===== src/rtl/core/irpd_pkg.sv =====
// ----------------------------------------------------------------------------
// irpd_pkg
// Shared types and constants of the infrared pulse-distance frame encoder.
// ----------------------------------------------------------------------------
package irpd_pkg;

    // Field widths of the channels and registers.
    localparam int CODE_W   = 48;
    localparam int MARK_W   = 16;
    localparam int SPACE_W  = 24;
    localparam int TIMES_W  = 32;
    localparam int COUNT_W  = 6;
    localparam int FLEN_W   = 24;
    localparam int REPEAT_W = 64;
    localparam int CFG_IDX_W  = 3;
    localparam int CFG_DATA_W = 64;

    // Default for the largest number of code bits per frame.
    localparam int MAX_BITS_DEFAULT = 48;

    // Reset value of the bit count register.
    localparam logic [COUNT_W-1:0] BIT_COUNT_RESET = 6'd32;

    // Configuration register indexes.
    typedef enum logic [CFG_IDX_W-1:0] {
        REG_HEADER_TIMES = 3'd0,
        REG_ONE_TIMES    = 3'd1,
        REG_ZERO_TIMES   = 3'd2,
        REG_FOOTER_TIMES = 3'd3,
        REG_BIT_COUNT    = 3'd4,
        REG_FRAME_LENGTH = 3'd5,
        REG_REPEAT_TIMES = 3'd6
    } reg_index_t;

    // Frame sequencer states.
    typedef enum logic [6:0] {
        ST_IDLE     = 7'b0000001,
        ST_HEADER   = 7'b0000010,
        ST_BITS     = 7'b0000100,
        ST_FOOT_SUM = 7'b0001000,
        ST_FOOTER   = 7'b0010000,
        ST_REPEAT0  = 7'b0100000,
        ST_REPEAT1  = 7'b1000000
    } state_t;

endpackage


===== src/rtl/core/irpd_if.sv =====
// ----------------------------------------------------------------------------
// irpd_if
// Valid/ready channels of the encoder: code item, duration pair, register write.
// ----------------------------------------------------------------------------

// Code item channel.
interface irpd_item_if;
    logic                          valid;
    logic                          ready;
    logic [irpd_pkg::CODE_W-1:0]   code_word;
    logic                          repeat_request;

    modport source (output valid, output code_word, output repeat_request, input ready);
    modport sink   (input valid, input code_word, input repeat_request, output ready);
endinterface

// Duration pair channel.
interface irpd_pair_if;
    logic                          valid;
    logic                          ready;
    logic [irpd_pkg::MARK_W-1:0]   mark_time;
    logic [irpd_pkg::SPACE_W-1:0]  space_time;
    logic                          last_pair;

    modport source (output valid, output mark_time, output space_time, output last_pair,
                    input ready);
    modport sink   (input valid, input mark_time, input space_time, input last_pair,
                    output ready);
endinterface

// Register write channel.
interface irpd_cfg_if;
    logic                             valid;
    logic                             ready;
    logic [irpd_pkg::CFG_IDX_W-1:0]   index;
    logic [irpd_pkg::CFG_DATA_W-1:0]  data;

    modport source (output valid, output index, output data, input ready);
    modport sink   (input valid, input index, input data, output ready);
endinterface


===== src/rtl/core/ir_pulse_distance_encoder.sv =====
// ----------------------------------------------------------------------------
// ir_pulse_distance_encoder
// Turns a code word into an infrared frame of (mark, space) duration pairs.
// ----------------------------------------------------------------------------
// Each accepted code item produces one frame on the pair channel, one beat per
// pair. A normal frame sends the header pair and the code bit pairs, then the
// footer sum state adds the footer mark without a beat, then the footer pair
// goes out; a repeat frame is two pairs. The item channel is ready only while
// the sequencer is idle; it returns to ready as the final pair enters the output
// register, so the next item is taken while that pair still waits. A single
// 25-bit adder/subtractor is shared by the sequencer: it accumulates the frame
// duration and finally forms the saturated remainder of frame_length. Register
// writes are always accepted and must only be made while no frame is active.
// ----------------------------------------------------------------------------
module ir_pulse_distance_encoder #(
    parameter int MAX_BITS = irpd_pkg::MAX_BITS_DEFAULT
) (
    input  logic                clk,
    input  logic                rst_n,
    irpd_item_if.sink           item,
    irpd_pair_if.source         pair,
    irpd_cfg_if.sink            cfg
);

    localparam int CNT_W = $clog2(MAX_BITS + 1);
    localparam int SUM_W = irpd_pkg::SPACE_W;

    // Configuration registers.
    logic [irpd_pkg::TIMES_W-1:0]  header_times_reg;
    logic [irpd_pkg::TIMES_W-1:0]  one_times_reg;
    logic [irpd_pkg::TIMES_W-1:0]  zero_times_reg;
    logic [irpd_pkg::TIMES_W-1:0]  footer_times_reg;
    logic [irpd_pkg::COUNT_W-1:0]  bit_count_reg;
    logic [irpd_pkg::FLEN_W-1:0]   frame_length_reg;
    logic [irpd_pkg::REPEAT_W-1:0] repeat_times_reg;

    // Sequencer state.
    irpd_pkg::state_t              state_reg, state_next;
    logic [irpd_pkg::CODE_W-1:0]   code_shift_reg, code_shift_next;
    logic [CNT_W-1:0]              bits_left_reg, bits_left_next;
    logic [SUM_W-1:0]              duration_sum_reg, duration_sum_next;

    // Output register.
    logic                          out_valid_reg, out_valid_next;
    logic [irpd_pkg::MARK_W-1:0]   out_mark_reg, out_mark_next;
    logic [irpd_pkg::SPACE_W-1:0]  out_space_reg, out_space_next;
    logic                          out_last_reg, out_last_next;

    logic                          item_beat;
    logic                          slot_free;
    logic                          repeat_mode;
    logic [CNT_W-1:0]              bits_start;
    logic [6:0]                    bit_pos;
    logic                          code_bit;
    logic [irpd_pkg::TIMES_W-1:0]  bit_times;
    logic [irpd_pkg::TIMES_W-1:0]  pair_times;
    logic [irpd_pkg::MARK_W:0]     pair_total;

    // Shared adder/subtractor.
    logic [SUM_W-1:0]              alu_a;
    logic [SUM_W-1:0]              alu_b;
    logic                          alu_sub;
    logic [SUM_W:0]                alu_result;

    // Register writes are taken at any time.
    assign cfg.ready = 1'b1;

    always_ff @(posedge clk or negedge rst_n)
    begin
        if (!rst_n)
        begin
            header_times_reg <= '0;
            one_times_reg    <= '0;
            zero_times_reg   <= '0;
            footer_times_reg <= '0;
            bit_count_reg    <= irpd_pkg::BIT_COUNT_RESET;
            frame_length_reg <= '0;
            repeat_times_reg <= '0;
        end
        else if (cfg.valid)
        begin
            unique case (cfg.index)
                irpd_pkg::REG_HEADER_TIMES: header_times_reg <= cfg.data[irpd_pkg::TIMES_W-1:0];
                irpd_pkg::REG_ONE_TIMES:    one_times_reg    <= cfg.data[irpd_pkg::TIMES_W-1:0];
                irpd_pkg::REG_ZERO_TIMES:   zero_times_reg   <= cfg.data[irpd_pkg::TIMES_W-1:0];
                irpd_pkg::REG_FOOTER_TIMES: footer_times_reg <= cfg.data[irpd_pkg::TIMES_W-1:0];
                irpd_pkg::REG_BIT_COUNT:    bit_count_reg    <= cfg.data[irpd_pkg::COUNT_W-1:0];
                irpd_pkg::REG_FRAME_LENGTH: frame_length_reg <= cfg.data[irpd_pkg::FLEN_W-1:0];
                irpd_pkg::REG_REPEAT_TIMES: repeat_times_reg <= cfg.data;
                default: ;
            endcase
        end
    end

    // Handshake decode.
    assign item.ready  = (state_reg == irpd_pkg::ST_IDLE);
    assign item_beat   = item.valid && item.ready;
    assign slot_free   = !out_valid_reg || pair.ready;
    assign repeat_mode = item.repeat_request && (repeat_times_reg[15:0] != 16'd0);

    // Bit count saturated to the largest supported frame.
    assign bits_start = (bit_count_reg > irpd_pkg::COUNT_W'(MAX_BITS))
                      ? CNT_W'(MAX_BITS) : CNT_W'(bit_count_reg);

    // Current code bit, MSB first; positions beyond the code word read as zero.
    assign bit_pos   = 7'(bits_left_reg) - 7'd1;
    assign code_bit  = (bit_pos < 7'(irpd_pkg::CODE_W)) ? code_shift_reg[bit_pos[5:0]] : 1'b0;
    assign bit_times = code_bit ? one_times_reg : zero_times_reg;

    // Timing word of the pair being sent and its mark plus space.
    assign pair_times = (state_reg == irpd_pkg::ST_HEADER) ? header_times_reg : bit_times;
    assign pair_total = {1'b0, pair_times[15:0]} + {1'b0, pair_times[31:16]};

    // Operand selection for the shared unit.
    always_comb
    begin
        alu_a   = duration_sum_reg;
        alu_b   = SUM_W'(pair_total);
        alu_sub = 1'b0;
        unique case (state_reg)
            irpd_pkg::ST_FOOT_SUM:
            begin
                alu_b = SUM_W'(footer_times_reg[15:0]);
            end
            irpd_pkg::ST_FOOTER:
            begin
                alu_a   = frame_length_reg;
                alu_b   = duration_sum_reg;
                alu_sub = 1'b1;
            end
            default: ;
        endcase
    end

    // A carry out of the subtraction means no borrow.
    assign alu_result = {1'b0, alu_a} + {1'b0, (alu_sub ? ~alu_b : alu_b)}
                      + (SUM_W + 1)'(alu_sub);

    // Frame sequencer: one pair per cycle when the output register has room.
    always_comb
    begin
        state_next        = state_reg;
        code_shift_next   = code_shift_reg;
        bits_left_next    = bits_left_reg;
        duration_sum_next = duration_sum_reg;
        out_valid_next    = out_valid_reg && !pair.ready;
        out_mark_next     = out_mark_reg;
        out_space_next    = out_space_reg;
        out_last_next     = out_last_reg;

        unique case (state_reg)
            irpd_pkg::ST_IDLE:
            begin
                if (item_beat)
                begin
                    code_shift_next   = item.code_word;
                    bits_left_next    = bits_start;
                    duration_sum_next = '0;
                    state_next        = repeat_mode ? irpd_pkg::ST_REPEAT0
                                                    : irpd_pkg::ST_HEADER;
                end
            end
            irpd_pkg::ST_HEADER,
            irpd_pkg::ST_BITS:
            begin
                if (slot_free)
                begin
                    out_valid_next    = 1'b1;
                    out_mark_next     = pair_times[15:0];
                    out_space_next    = SUM_W'(pair_times[31:16]);
                    out_last_next     = 1'b0;
                    duration_sum_next = alu_result[SUM_W-1:0];
                    if (state_reg == irpd_pkg::ST_BITS)
                    begin
                        bits_left_next = bits_left_reg - CNT_W'(1);
                        if (bits_left_reg == CNT_W'(1))
                        begin
                            state_next = irpd_pkg::ST_FOOT_SUM;
                        end
                    end
                    else
                    begin
                        state_next = (bits_left_reg == '0) ? irpd_pkg::ST_FOOT_SUM
                                                           : irpd_pkg::ST_BITS;
                    end
                end
            end
            irpd_pkg::ST_FOOT_SUM:
            begin
                duration_sum_next = alu_result[SUM_W-1:0];
                state_next        = irpd_pkg::ST_FOOTER;
            end
            irpd_pkg::ST_FOOTER:
            begin
                if (slot_free)
                begin
                    out_valid_next = 1'b1;
                    out_mark_next  = footer_times_reg[15:0];
                    out_last_next  = 1'b1;
                    if (frame_length_reg == '0)
                    begin
                        out_space_next = SUM_W'(footer_times_reg[31:16]);
                    end
                    else
                    begin
                        out_space_next = alu_result[SUM_W] ? alu_result[SUM_W-1:0] : '0;
                    end
                    state_next = irpd_pkg::ST_IDLE;
                end
            end
            irpd_pkg::ST_REPEAT0:
            begin
                if (slot_free)
                begin
                    out_valid_next = 1'b1;
                    out_mark_next  = repeat_times_reg[15:0];
                    out_space_next = SUM_W'(repeat_times_reg[31:16]);
                    out_last_next  = 1'b0;
                    state_next     = irpd_pkg::ST_REPEAT1;
                end
            end
            irpd_pkg::ST_REPEAT1:
            begin
                if (slot_free)
                begin
                    out_valid_next = 1'b1;
                    out_mark_next  = repeat_times_reg[47:32];
                    out_space_next = SUM_W'(repeat_times_reg[63:48]);
                    out_last_next  = 1'b1;
                    state_next     = irpd_pkg::ST_IDLE;
                end
            end
            default:
            begin
                state_next = irpd_pkg::ST_IDLE;
            end
        endcase
    end

    // Control registers.
    always_ff @(posedge clk or negedge rst_n)
    begin
        if (!rst_n)
        begin
            state_reg     <= irpd_pkg::ST_IDLE;
            bits_left_reg <= '0;
            out_valid_reg <= 1'b0;
        end
        else
        begin
            state_reg     <= state_next;
            bits_left_reg <= bits_left_next;
            out_valid_reg <= out_valid_next;
        end
    end

    // Datapath registers.
    always_ff @(posedge clk)
    begin
        code_shift_reg   <= code_shift_next;
        duration_sum_reg <= duration_sum_next;
        out_mark_reg     <= out_mark_next;
        out_space_reg    <= out_space_next;
        out_last_reg     <= out_last_next;
    end

    assign pair.valid      = out_valid_reg;
    assign pair.mark_time  = out_mark_reg;
    assign pair.space_time = out_space_reg;
    assign pair.last_pair  = out_last_reg;

endmodule


===== src/flat_wrapper.sv =====
// flat-port wrapper written by rule: the top's interface ports become plain ports
module ir_pulse_distance_encoder_flat 
#(
    parameter int MAX_BITS = irpd_pkg::MAX_BITS_DEFAULT
)
  (clk, rst_n, item_valid, item_code_word, item_repeat_request, item_ready, pair_valid, pair_mark_time, pair_space_time, pair_last_pair, pair_ready, cfg_valid, cfg_index, cfg_data, cfg_ready);
  irpd_item_if item_i ();
  irpd_pair_if pair_i ();
  irpd_cfg_if cfg_i ();
  input  logic clk;
  input  logic rst_n;
  input wire logic [$bits(item_i.valid)-1:0] item_valid;
  input wire logic [$bits(item_i.code_word)-1:0] item_code_word;
  input wire logic [$bits(item_i.repeat_request)-1:0] item_repeat_request;
  output wire logic [$bits(item_i.ready)-1:0] item_ready;
  output wire logic [$bits(pair_i.valid)-1:0] pair_valid;
  output wire logic [$bits(pair_i.mark_time)-1:0] pair_mark_time;
  output wire logic [$bits(pair_i.space_time)-1:0] pair_space_time;
  output wire logic [$bits(pair_i.last_pair)-1:0] pair_last_pair;
  input wire logic [$bits(pair_i.ready)-1:0] pair_ready;
  input wire logic [$bits(cfg_i.valid)-1:0] cfg_valid;
  input wire logic [$bits(cfg_i.index)-1:0] cfg_index;
  input wire logic [$bits(cfg_i.data)-1:0] cfg_data;
  output wire logic [$bits(cfg_i.ready)-1:0] cfg_ready;
  assign item_i.valid = item_valid;
  assign item_i.code_word = item_code_word;
  assign item_i.repeat_request = item_repeat_request;
  assign item_ready = item_i.ready;
  assign pair_valid = pair_i.valid;
  assign pair_mark_time = pair_i.mark_time;
  assign pair_space_time = pair_i.space_time;
  assign pair_last_pair = pair_i.last_pair;
  assign pair_i.ready = pair_ready;
  assign cfg_i.valid = cfg_valid;
  assign cfg_i.index = cfg_index;
  assign cfg_i.data = cfg_data;
  assign cfg_ready = cfg_i.ready;
  ir_pulse_distance_encoder #(.MAX_BITS(MAX_BITS)) u_core (.clk(clk), .rst_n(rst_n), .item(item_i), .pair(pair_i), .cfg(cfg_i));
endmodule

===== config.mk =====
export PLATFORM = sky130hd
export DESIGN_NAME = ir_pulse_distance_encoder_flat
export DESIGN_NICKNAME = d
export VERILOG_FILES = /design/src/rtl/core/irpd_pkg.sv /design/src/rtl/core/irpd_if.sv /design/src/rtl/core/ir_pulse_distance_encoder.sv /design/src/flat_wrapper.sv
export SDC_FILE = /design/constraint.sdc
export NUM_CORES = 1
export LEC_CHECK = 0
export BUFFER_PORTS_ARGS = -buffer_cell sky130_fd_sc_hd__buf_2
export CAP_MARGIN = 20
export CORE_ASPECT_RATIO = 0.6
export CORE_MARGIN = 1
export CORE_UTILIZATION = 45
export CTS_CLUSTER_DIAMETER = 150
export DETAILED_ROUTE_END_ITERATION = 7
export PLACE_DENSITY = 0.65
export SLEW_MARGIN = 25
export SYNTH_ARGS = -nofsm -noshare
export SYNTH_HDL_FRONTEND = slang
export SYNTH_SLANG_ARGS = --single-unit

===== constraint.sdc =====
create_clock -name clk -period 21.3 [get_ports clk]
set_input_delay 3.195 -clock clk [delete_from_list [all_inputs] [get_ports clk]]
set_output_delay 3.195 -clock clk [all_outputs]
set_load 0.1 [all_outputs]

Word-level counts from Yosys, hierarchy flattened --
Index checks and enable logic that the tools add are counted.
Operators by class: add/sub/neg operators 5, magnitude comparators 3, equal/unequal tests 23, muxes and demuxes 43, bitwise gates (word level) 1, reduce and logical (&&, ||, !) cells 31
Operator list (count):
- 24-bit 2-to-1 mux | 10
- 24-bit one-hot mux with 4 select lines | 1
- 24-bit one-hot mux with 3 select lines | 1
- 16-bit 2-to-1 mux | 4
- 32-bit 2-to-1 mux | 2
- 16-bit one-hot mux with 4 select lines | 1
- 24-bit one-hot mux with 2 select lines | 1
- 7-bit 2-to-1 mux | 6
- 7-bit one-hot mux with 5 select lines | 1
- 6-bit 2-to-1 mux | 5
- 24-bit by 24-bit adder with 25-bit output | 1
- 25-bit by 1-bit adder with 25-bit output | 1
- 24-bit zero test | 1
- 24-bit NOT | 1
- 16-bit by 16-bit adder with 17-bit output | 1
- 2-bit AND reduction | 8
- 16-bit nonzero test | 1
- 2-bit by 1-bit != test with 1-bit output, second input constant | 7
- 6-bit one-hot mux with 2 select lines | 1
- 5-bit AND reduction | 2
- 3-bit equality test, second input constant | 3
- 7-bit by 1-bit equality test with 1-bit output, second input constant | 1
- 7-bit by 2-bit equality test with 1-bit output, second input constant | 1
- 7-bit by 3-bit equality test with 1-bit output, second input constant | 1
- other kinds (31) | 44
Word-level totals: flip-flop bits (word level) 349, input bits 121, output and inout port bits 44, word-level logic and storage cells 121

Longest topological paths before layout --
Gate-level depths: netlist of the first run.
word-level depth 16, gate-level depth with buffers 34

Least setup slack after synthesis of the first run --
No wires, ideal clock.
path type register -> register, start point reg u_core.bits_left_reg[0], end point reg u_core.out_space_reg (netlist bit u_core.pair.space_time[10]), data pin, setup time 256 ps, data arrival time 7375 ps, required time 21044 ps, path slack 13668 ps, stages on the path, launching flop included 30, buffers on the path 4, path through dfrtp_1 > buf_2 > inv_1 > ha_1 > buf_2 > mux4_2 > mux4_2 > o211ai_2 > a32oi_2 > buf_2 > mux2i_1 > o21ai_0 > ha_1 > fa_1 > a2111o_1 > a41oi_2 > xnor2_1 > o221ai_1 > ha_1 > a21o_1 > a21oi_1 > a21boi_0 > o21ai_0 > a21oi_1 > a221oi_1 > o31ai_1 > a221oi_1 > clkbuf_1 > nor2_1 > o22a_1
Between the ends: cells in the longest elaborated chain, start to end 16, elaborated cells on any way between the ends 18
RTL lines:
- from (decl) | line ir_pulse_distance_encoder.sv:40 | logic [CNT_W-1:0] bits_left_reg, bits_left_next;
- from (signal assigned) | line ir_pulse_distance_encoder.sv:252 | bits_left_reg <= bits_left_next;
- 6-bit by 1-bit subtractor with 7-bit output (*) | line ir_pulse_distance_encoder.sv:106 | assign bit_pos = 7'(bits_left_reg) - 7'd1;
- 1-bit binary-select mux with 6-bit select | line ir_pulse_distance_encoder.sv:107 | assign code_bit = (bit_pos < 7'(irpd_pkg::CODE_W)) ? code_shift_reg[bit_pos[5:0]] : 1'b0;
- 1-bit 2-to-1 mux (implied by the code) | line ir_pulse_distance_encoder.sv:107
- 1-bit 2-to-1 mux (*) | line ir_pulse_distance_encoder.sv:107
- 32-bit 2-to-1 mux (*) | line ir_pulse_distance_encoder.sv:108 | assign bit_times = code_bit ? one_times_reg : zero_times_reg;
- 32-bit 2-to-1 mux (*) | line ir_pulse_distance_encoder.sv:111 | assign pair_times = (state_reg == irpd_pkg::ST_HEADER) ? header_times_reg : bit_times;
- 16-bit by 16-bit adder with 17-bit output | line ir_pulse_distance_encoder.sv:112 | assign pair_total = {1'b0, pair_times[15:0]} + {1'b0, pair_times[31:16]};
- 24-bit one-hot mux with 2 select lines | line ir_pulse_distance_encoder.sv:120 | unique case (state_reg)
- 24-bit NOT | line ir_pulse_distance_encoder.sv:136 | assign alu_result = {1'b0, alu_a} + {1'b0, (alu_sub ? ~alu_b : alu_b)}
- 24-bit 2-to-1 mux | line ir_pulse_distance_encoder.sv:136
- 24-bit by 24-bit adder with 25-bit output | line ir_pulse_distance_encoder.sv:136
- 25-bit by 1-bit adder with 25-bit output | line ir_pulse_distance_encoder.sv:137 | + (SUM_W + 1)'(alu_sub);
- 24-bit 2-to-1 mux | line ir_pulse_distance_encoder.sv:206 | out_space_next = alu_result[SUM_W] ? alu_result[SUM_W-1:0] : '0;
- 24-bit 2-to-1 mux | line ir_pulse_distance_encoder.sv:200 | if (frame_length_reg == '0)
- 24-bit 2-to-1 mux | line ir_pulse_distance_encoder.sv:195 | if (slot_free)
- 24-bit one-hot mux with 4 select lines (*) | line ir_pulse_distance_encoder.sv:151 | unique case (state_reg)
- net u_core.out_space_next, one bit | line ir_pulse_distance_encoder.sv:46 | logic [irpd_pkg::SPACE_W-1:0] out_space_reg, out_space_next;
- to (signal assigned) | line ir_pulse_distance_encoder.sv:263 | out_space_reg <= out_space_next;
- to (decl) | line ir_pulse_distance_encoder.sv:46
Mark *: on every way through the listed nets, which the timed path passes. The rest lies on a longest branch. The select of a mux whose other input is x is not followed. A chain may end at the register's enable or synchronous reset.

Worst setup path in the final report of the first run --
start point reg u_core.bits_left_reg[0], end point reg u_core.out_space_reg (netlist bit u_core.pair.space_time[11]), data pin
The elaborated chain is that of the path after synthesis.

==> results of run 1 <==
layer usage:
metal / vias to the layer above / GRT usage, % / wire length (microns)
met4: 0 / 4.82 / 783
li1: 5597 / - / -
met1: 6320 / 43.2 / 25000
met2: 557 / 34.1 / 20000
met3: 59 / 9.45 / 5810
met5: - / 0 / 0
final timing paths:
kind / start / to / cells past startpoint
worst max-delay path: u_core.bits_left_reg[0] / u_core.pair.space_time[11] / 26
worst min-delay path: u_core.header_times_reg[6] / u_core.header_times_reg[6] / 1
worst max register to register: u_core.bits_left_reg[0] / u_core.pair.space_time[11] / 26
worst min register to register: u_core.header_times_reg[6] / u_core.header_times_reg[6] / 1
max in group asynchronous: rst_n / u_core.state_reg[2] / 2
min in group asynchronous: rst_n / u_core.zero_times_reg[25] / 1
final cells by class:
type	count	area [sq um]	area share, %
Sequential cell	349	9300	46.8
Multi-Input combinational cell	986	7620	38.3
Clock buffer	49	1020	5.14
Timing Repair Buffer	185	995	5.00
Tap cell	513	642	3.23
Clock inverter	17	214	1.08
Inverter	24	90.1	0.453
per-stage QoR:
step                      util (%)  worst slack (ns)  area (sq um)  hold WS, ns
after detailed placement      49.4             12.30         18700        0.491
final                         52.6             12.16         19900        0.505
after floorplan                  -             13.67         17300        0.472
after CTS                     52.6             12.25         19900        0.504
after global placement        49.4             12.61         18600        0.483
after global routing          52.6             11.54         19900        0.513
worst max-delay path: cells and delay by family (launching register included):
family / cells / cell delay, ns
AO/OA/AOI/OAI: 12 / 3.99
adder cells (fa/ha/maj): 3 / 1.52
buffers and inverters: 3 / 0.93
flip-flops: 1 / 0.63
multiplexers: 3 / 1.05
AND/OR/NAND/NOR: 5 / 0.72
layout by cell type, fill, tap and decap left out, types with 12 or more instances in the layout:
master	n
buf_4	21
o21ai_0	65
xnor2_1	19
clkbuf_16	38
nand2b_1	12
nand3_1	19
mux4_2	14
mux2i_1	33
mux2_2	224
nand2_1	164
nor4_1	15
nor2_1	94
edfxtp_1	113
inv_1	23
a221oi_1	15
a22oi_1	26
nor3_1	13
dfrtp_1	234
xor2_1	15
buf_2	162
a31oi_1	20
a21o_1	18
ha_1	41
a21oi_1	38
cells by family after synthesis:
logic type	synth area share, %
and+or+nand+nor	9.97
DFF	53.9
muxes	18.3
AOI/OAI and AO/OA	10.4
buffers and inverters	2.35
adders and majority gates	3.26
xor gates and xnor gates	1.82
other	0.0217
==> reports/qor.yml, run 1 <==
detailed_routing:
  drt-initial-drc-count: 1191
  viasPerCell: 5.90
  wire_per_inst_microns: 24.3
  final_antenna_net_count: 0
  first_pass_iters: 6
  vias: 12500
  drc_errors: 0
  wirelength_mm: 51.6
finish:
  final-instance-count-excl-fill: 2123
  layout-drive-gt1-share_pct: 31.4
  fillCellCount: 3199
  fin_nets: 1746
  diodes: 0
  largest_reg_flops: 64
  area_growth_pct: 15.1
sta:
  fin_crit_sh_pct: 42.9
  hold_viol: 0
  slew-limit-headroom_pct: 27.8
  final.setup.tns_ns: 0
  fmax_mhz: 109
  slew_violations: 0
  fin_worst_skew_ns: 0.0142
  rsz0062_at_grt: "false"
  period_needed_ns: 9.14
  worst_slew_pin_slew_ns: 1.08
  setup_viol: 0
synthesis:
  synthTopCellsByCount: "234 x dfrtp_1, 224 x mux2_2, 164 x nand2_1"
  synthTopCellsByArea: "dfrtp_1 34%, edfxtp_1 20%, mux2_2 15%"
  syn_avg_cell_area_sq_um: 12.0
  synthesis.area_sq_um: 17300
  synth_edf_count: 113
  yosys_register_bits: 349
  synth_most_common_cell: "dfrtp_1"
  async_reset_ff_share_pct: 67.6
  synthCells: 1440
  synth_top_area_share_pct: 33.9
  synth_nets: 1604
  ys_warn_count: 0
  synth_area_leader_cell: "dfrtp_1"
  synth_flop_cell: "dfrtp_1"
  synth_seq_area_share_pct: 53.9
  synth_cell_types: 78
cts:
  cts_hold_buf: 0
  ctsResizeCount: 0
  clk_latency_ns: 0.53
  clockBufferDepth: 3
  htreeDepth: 2
  tritoncts: "yes"
  cts-root-buf: "clkbuf_16"
  clock-sinks: 349
  cts_made_buffers: 36
  postCtsSetupRepairBufs: 0
  clkTransAtPathRegs_ns: 0.06
grt:
  grt_usage_pct: 26.9
  grt_pass1_wl_mm: 77.7
  antenna_found_initial: 1
  grt_max_degree: 87
  grt_pass1_vias: 12000
  grt_remaining_overflow: 0
critical_path:
  end_kind: "register"
  cp_slowest_cell: "ha_1"
  ff2ff_setup_slack_ns: 12.16
  required_ns: 21.58
  cp.arrival_ns: 9.43
  crit_top_cell: "ha_1"
  criticalPathCategory: "reg2reg"
  slowest_delay_ns: 0.78
  cp-start-kind: "register"
  crit_fanout: 35
die:
  row_count: 55
  initial_utilization_pct: 45.7
  die-width_microns: 255
  core_sq_um: 37800
  dieArea_sq_um: 39200
  die_h_microns: 154
  io_pins: 165
placement:
  port_buffers: 163
  globalplace.congestion: 0.999
  hpwl_mm: 37.1
  placed_cells: 2057
status:
  outcome: "complete, no violations"
run:
  drv_cap: 0
hold_path:
  min_path_type: "reg2reg"
Power of run 1 is left out: the tool's default activity adds up to more than one toggle a clock period on the data nets, which glitch-free logic cannot reach.
==> run 2, diff against run 1 <==
PLACE_DENSITY = 0.68   (was 0.65)
clock period = 8.3 ns   (was 21.3 ns; I/O delays follow)
==> run 2 against run 1 <==
  * Via count rose by 0.39%
  * Final area hardly changed
  * Cell count is 0.33% higher
  * Worst hold slack got worse by 0.0023 ns
  * Critical path depth up 2
  * Clock skew about the same
  * Die area stayed put
  * Clock-buffer cell count is 3 higher
==> reports/qor.yml, run 2 (synthesized netlist as in run 1, its figures left out) <==
detailed_routing:
  viasPerCell: 5.91  # about the same
  final_antenna_net_count: 0  # unchanged
  wirelength_mm: 50.9  # -1.4%
  drc_errors: 0  # unchanged
  first_pass_iters: 6  # unchanged
  drt-initial-drc-count: 1402  # +18%
  vias: 12600  # +0.39%
  wire_per_inst_microns: 23.9  # -1.7%
sta:
  slew_violations: 0  # unchanged
  rsz0062_at_grt: "false"
  fin_crit_sh_pct: 94.9  # +52 points
  final.setup.tns_ns: 0  # unchanged
  fin_worst_skew_ns: 0.0144  # +0.000267 ns
  period_needed_ns: 7.87  # -1.27 ns
  worst_slew_pin_slew_ns: 0.973  # -0.110 ns
  slew-limit-headroom_pct: 35.1  # +7.3 points
  hold_viol: 0  # unchanged
  setup_viol: 0  # unchanged
  fmax_mhz: 127  # +16%
grt:
  grt_remaining_overflow: 0  # unchanged
  grt_pass1_wl_mm: 76.2  # -2.0%
  grt_max_degree: 101  # +16%
  grt_usage_pct: 26.2  # -0.68 points
  antenna_found_initial: 1  # unchanged
  grt_pass1_vias: 11900  # -1.2%
finish:
  area_growth_pct: 15.2  # about the same
  final_common_cell: "dfrtp_1"
  fin_nets: 1755  # +0.52%
  largest_reg_flops: 64  # unchanged
  layout-drive-gt1-share_pct: 31.9  # +0.50 points
  final_core_util_pct: 52.7  # about the same
  final_cell_mix: "234 x dfrtp_1, 224 x mux2_2, 164 x nand2_1, 162 x buf_2, 113 x edfxtp_1"
  seq_area_sq_um: 9300  # unchanged
  multiInputGateArea_sq_um: 7640  # +0.18%
  fillCellCount: 3278  # +2.5%
placement:
  globalplace.congestion: 0.953  # -4.7%
  hpwl_mm: 36.8  # -0.79%
  port_buffers: 163  # unchanged
die:
  initial_utilization_pct: 45.7  # unchanged
  core_sq_um: 37800  # unchanged
  io_pins: 165  # unchanged
  die-width_microns: 255  # unchanged
  row_count: 55  # unchanged
  die_h_microns: 154  # unchanged
  dieArea_sq_um: 39200  # unchanged
critical_path:
  criticalPathCategory: "reg2reg"
  ff2ff_setup_slack_ns: 0.43  # -11.73 ns
  crit_top_cell: "buf_4"
  cp.arrival_ns: 8.16  # -1.27 ns
  cp-start-kind: "register"
  end_kind: "register"
  slowest_delay_ns: 0.59  # -0.19 ns
  cp_slowest_cell: "or4_4"
  crit_fanout: 18  # -49%
  required_ns: 8.58  # -13.00 ns
cts:
  clock-sinks: 349  # unchanged
  htreeDepth: 2  # unchanged
  tritoncts: "yes"
  clkTransAtPathRegs_ns: 0.06  # about the same
  clk_latency_ns: 0.53  # about the same
  clockBufferDepth: 3  # unchanged
  cts_hold_buf: 0  # unchanged
  postCtsSetupRepairBufs: 0  # unchanged
  ctsResizeCount: 0  # unchanged
  cts_made_buffers: 34  # -5.6%
  cts-root-buf: "clkbuf_16"
hold_path:
  min_path_type: "reg2reg"
status:
  outcome: "complete, no violations"
run:
  drv_cap: 0  # unchanged
## run 2: area by class of cell
class                      instances  share of cell area, %
inverter                          24                  0.453
clock buffer                      52                   5.12
antenna                            1                 0.0126
multi-input combinational        986                   38.4
clock inverter                     9                  0.616
sequential                       349                   46.7
tap                              513                   3.23
timing repair buffer             196                   5.43
## run 2: worst max-delay path: cells and delay by family, from the launching register on
kind / cells / cell delay (ns)
buf+inv: 4 / 1.03
fa+ha+maj: 3 / 1.09
simple gates: 4 / 1.30
compound gates: 14 / 3.18
mux: 1 / 0.21
xor+xnor: 2 / 0.44
flops: 1 / 0.37
## run 2: worst paths after layout
path / start / endpoint / cells after the start
hold / removal: u_core.header_times_reg[2] / u_core.header_times_reg[2] / 1
min in group asynchronous: rst_n / u_core.zero_times_reg[26] / 1
hold reg to reg: u_core.header_times_reg[2] / u_core.header_times_reg[2] / 1
max in group asynchronous: rst_n / u_core.bits_left_reg[3] / 2
setup reg to reg: u_core.bits_left_reg[0] / u_core.pair.space_time[8] / 28
setup / recovery: u_core.bits_left_reg[0] / u_core.pair.space_time[8] / 28
## run 2: layer usage
metal  vias up  wire length (microns)  track usage (%)
li1       5604                      -                -
met1      6387                  24700             42.6
met2       549                  20400             34.4
met3        42                   5260             7.23
met4         0                    530             4.48
met5         -                      0                0
## run 2: metrics by stage
step	worst slack [ns]	area (sq um)	std cells	hold slack, ns
final	0.426	19900	2130	0.503
after global routing	0.0377	19900	2129	0.515
after CTS	0.438	19900	2129	0.501
after detailed placement	0.457	18700	2068	0.487
after global placement	0.560	18700	2068	0.483
after floorplan	0.668	17300	1440	0.472
Power of run 2 is left out for the same reason.
==> run 3, diff against run 2 <==
CELL_PAD_IN_SITES_DETAIL_PLACEMENT = 0   (was not set)
CELL_PAD_IN_SITES_GLOBAL_PLACEMENT = 1   (was not set)
CORE_UTILIZATION = 44   (was 45)
PLACE_DENSITY = 0.79   (was 0.68)
==> run 3 against run 2 <==
  * First-iteration DRC count shrank 10%
  * Clock skew shrank 0.0015 ns
  * Fmax grew 0.33%
  * Register-to-register slack gained 0.03 ns
  * Non-clock buffer count grew 2
  * Worst setup slack gained 0.026 ns
  * Clock-buffer cell count grew 1
  * Critical path depth shrank 1
  * Cell count grew 0.28%
  * Sequential cell count is the same
==> reports/qor.yml, run 3 (synthesized netlist as in run 1, its figures left out) <==
status:
  outcome: "complete, no violations"
run:
  drv_cap: 0  # unchanged
finish:
  final-instance-count-excl-fill: 2136  # +0.28%
  area_growth_pct: 15.6
  fillCellCount: 3335  # +1.7%
  seq_area_sq_um: 9300  # unchanged
  largest_reg_flops: 64  # unchanged
  fin_nets: 1759  # +0.23%
  final_common_cell: "dfrtp_1"
  layout-drive-gt1-share_pct: 32.2  # +0.36 points
  multiInputGateArea_sq_um: 7650  # +0.20%
  post-route-cell-area_sq_um: 20000  # +0.38%
  diodes: 0  # -1
  final_cell_mix: "234 x dfrtp_1, 224 x mux2_2, 164 x nand2_1, 162 x buf_2, 113 x edfxtp_1"
critical_path:
  crit_fanout: 23  # +5
  crit_buf_inv: 4  # unchanged
  crit_top_cell: "buf_4"
  criticalPathCategory: "reg2reg"
  cp.arrival_ns: 8.13  # -0.03 ns
  cp_slowest_cell: "or4_4"
  path_delay_family: "compound AO/OA/AOI/OAI gates"
  cp-start-kind: "register"
  required_ns: 8.58  # about the same
  end_kind: "register"
  slowest_delay_ns: 0.60  # about the same
sta:
  rsz0062_at_grt: "false"
  setup_viol: 0  # unchanged
  hold_viol: 0  # unchanged
  slew_violations: 0  # unchanged
  fin_crit_sh_pct: 94.6  # -0.31 points
  fin_worst_skew_ns: 0.0129  # -0.00153 ns
  slew-limit-headroom_pct: 38.6  # +3.5 points
  final.setup.tns_ns: 0  # unchanged
  fmax_mhz: 127  # +0.33%
  period_needed_ns: 7.85  # -0.0260 ns
  worst_slew_pin_slew_ns: 0.917  # -0.0563 ns
cts:
  clockBufferDepth: 3  # unchanged
  tritoncts: "yes"
  clock-sinks: 349  # unchanged
  htreeDepth: 2  # unchanged
  cts_made_buffers: 36  # +5.9%
  clk_latency_ns: 0.53  # about the same
  cts_hold_buf: 0  # unchanged
  cts-root-buf: "clkbuf_16"
  clkTransAtPathRegs_ns: 0.06  # about the same
placement:
  port_buffers: 163  # unchanged
  globalplace.congestion: 0.983  # +3.2%
  hpwl_mm: 37.4  # +1.7%
  place_area_sq_um: 18700  # unchanged
  placed_cells: 2068  # unchanged
die:
  die-width_microns: 258  # +1.1%
  die_h_microns: 155  # +1.1%
  row_count: 55  # unchanged
  initial_utilization_pct: 45.2  # -0.49 points
  core_sq_um: 38200  # +1.1%
  dieArea_sq_um: 40100  # +2.2%
  io_pins: 165  # unchanged
grt:
  grt_usage_pct: 26.1  # -0.090 points
  antenna_found_initial: 4  # +3
  grt_remaining_overflow: 0  # unchanged
  grt_max_degree: 89  # -12%
  grt_pass1_wl_mm: 77.9  # +2.3%
  grt_pass1_vias: 12300  # +3.5%
detailed_routing:
  drc_errors: 0  # unchanged
  first_pass_iters: 5  # -1
  final_antenna_net_count: 0  # unchanged
  viasPerCell: 5.87  # -0.62%
  wire_per_inst_microns: 24.2  # +1.5%
  wirelength_mm: 51.8  # +1.8%
  vias: 12500  # -0.34%
  drt-initial-drc-count: 1261  # -10%
hold_path:
  min_path_type: "reg2reg"
run 3: cell types whose count changed in the layout (fill, tap and decap cells not counted), sizes merged:
cell / change
inv: +1
diode: -1
clkinvlp: +1
clkinv: +2
buf: +2
clkbuf: +1
run 3: timing repair:
action                     4_1_cts  5_1_grt
setup endpoints to repair        0       29
resized for setup                0       10
setup buffers                    0        2
run 3: area by class of cell:
cell class	count	area share [%]
Clock buffer	53	5.19
Timing Repair Buffer	198	5.51
Tap cell	513	3.21
Sequential cell	349	46.6
Multi-Input combinational cell	986	38.3
Inverter	24	0.451
Clock inverter	13	0.752
run 3: path summary, 6_finish.rpt:
path,startpoint,end,slack (ns),cells after the start
min in group asynchronous,rst_n,u_core.one_times_reg[30],0.71,1
worst min register to register,u_core.one_times_reg[7],u_core.one_times_reg[7],0.50,1
worst max register to register,u_core.bits_left_reg[0],u_core.pair.space_time[8],0.45,27
worst min-delay path,u_core.one_times_reg[7],u_core.one_times_reg[7],0.50,1
worst max-delay path,u_core.bits_left_reg[0],u_core.pair.space_time[8],0.45,27
max in group asynchronous,rst_n,u_core.frame_length_reg[1],6.17,2
run 3: worst register-to-register path: stages, from the launching register on:
cell and delay, ns:
dfrtp_1 0.38, buf_4 0.20, or4_4 0.57, and2_1 0.23
nor4b_1 0.40, a22oi_2 0.13, a32oi_4 0.43, buf_8 0.31
mux2i_1 0.24, o21ai_0 0.20, ha_1 0.37, or4_4 0.60
a41oi_2 0.23, xnor2_1 0.23, o221ai_1 0.18, ha_1 0.40
a21o_1 0.19, a21oi_1 0.28, a21boi_0 0.14, o21ai_1 0.19
a21oi_1 0.14, a221oi_1 0.38, buf_4 0.21, o31ai_1 0.11
a221oi_2 0.27, buf_4 0.28, nor2_1 0.10, o22a_1 0.20
run 3: layer usage:
metal,GRT usage [%],vias up,wire length [microns]
met1,40.5,6328,24500
met2,35.0,526,20700
met3,8.44,70,5760
met4,5.38,2,867
met5,0,-,12
li1,-,5613,-
run 3: stage by stage:
stage	setup WS [ns]	hold slack [ns]	utilization, %
3_3_place_gp	0.460	0.485	49.0
6_report	0.452	0.504	52.3
3_5_place_dp	0.202	0.489	49.0
2_1_floorplan	0.668	0.472	-
4_1_cts	0.158	0.502	52.2
5_1_grt	0.0365	0.513	52.3
Power of run 3 is left out for the same reason.
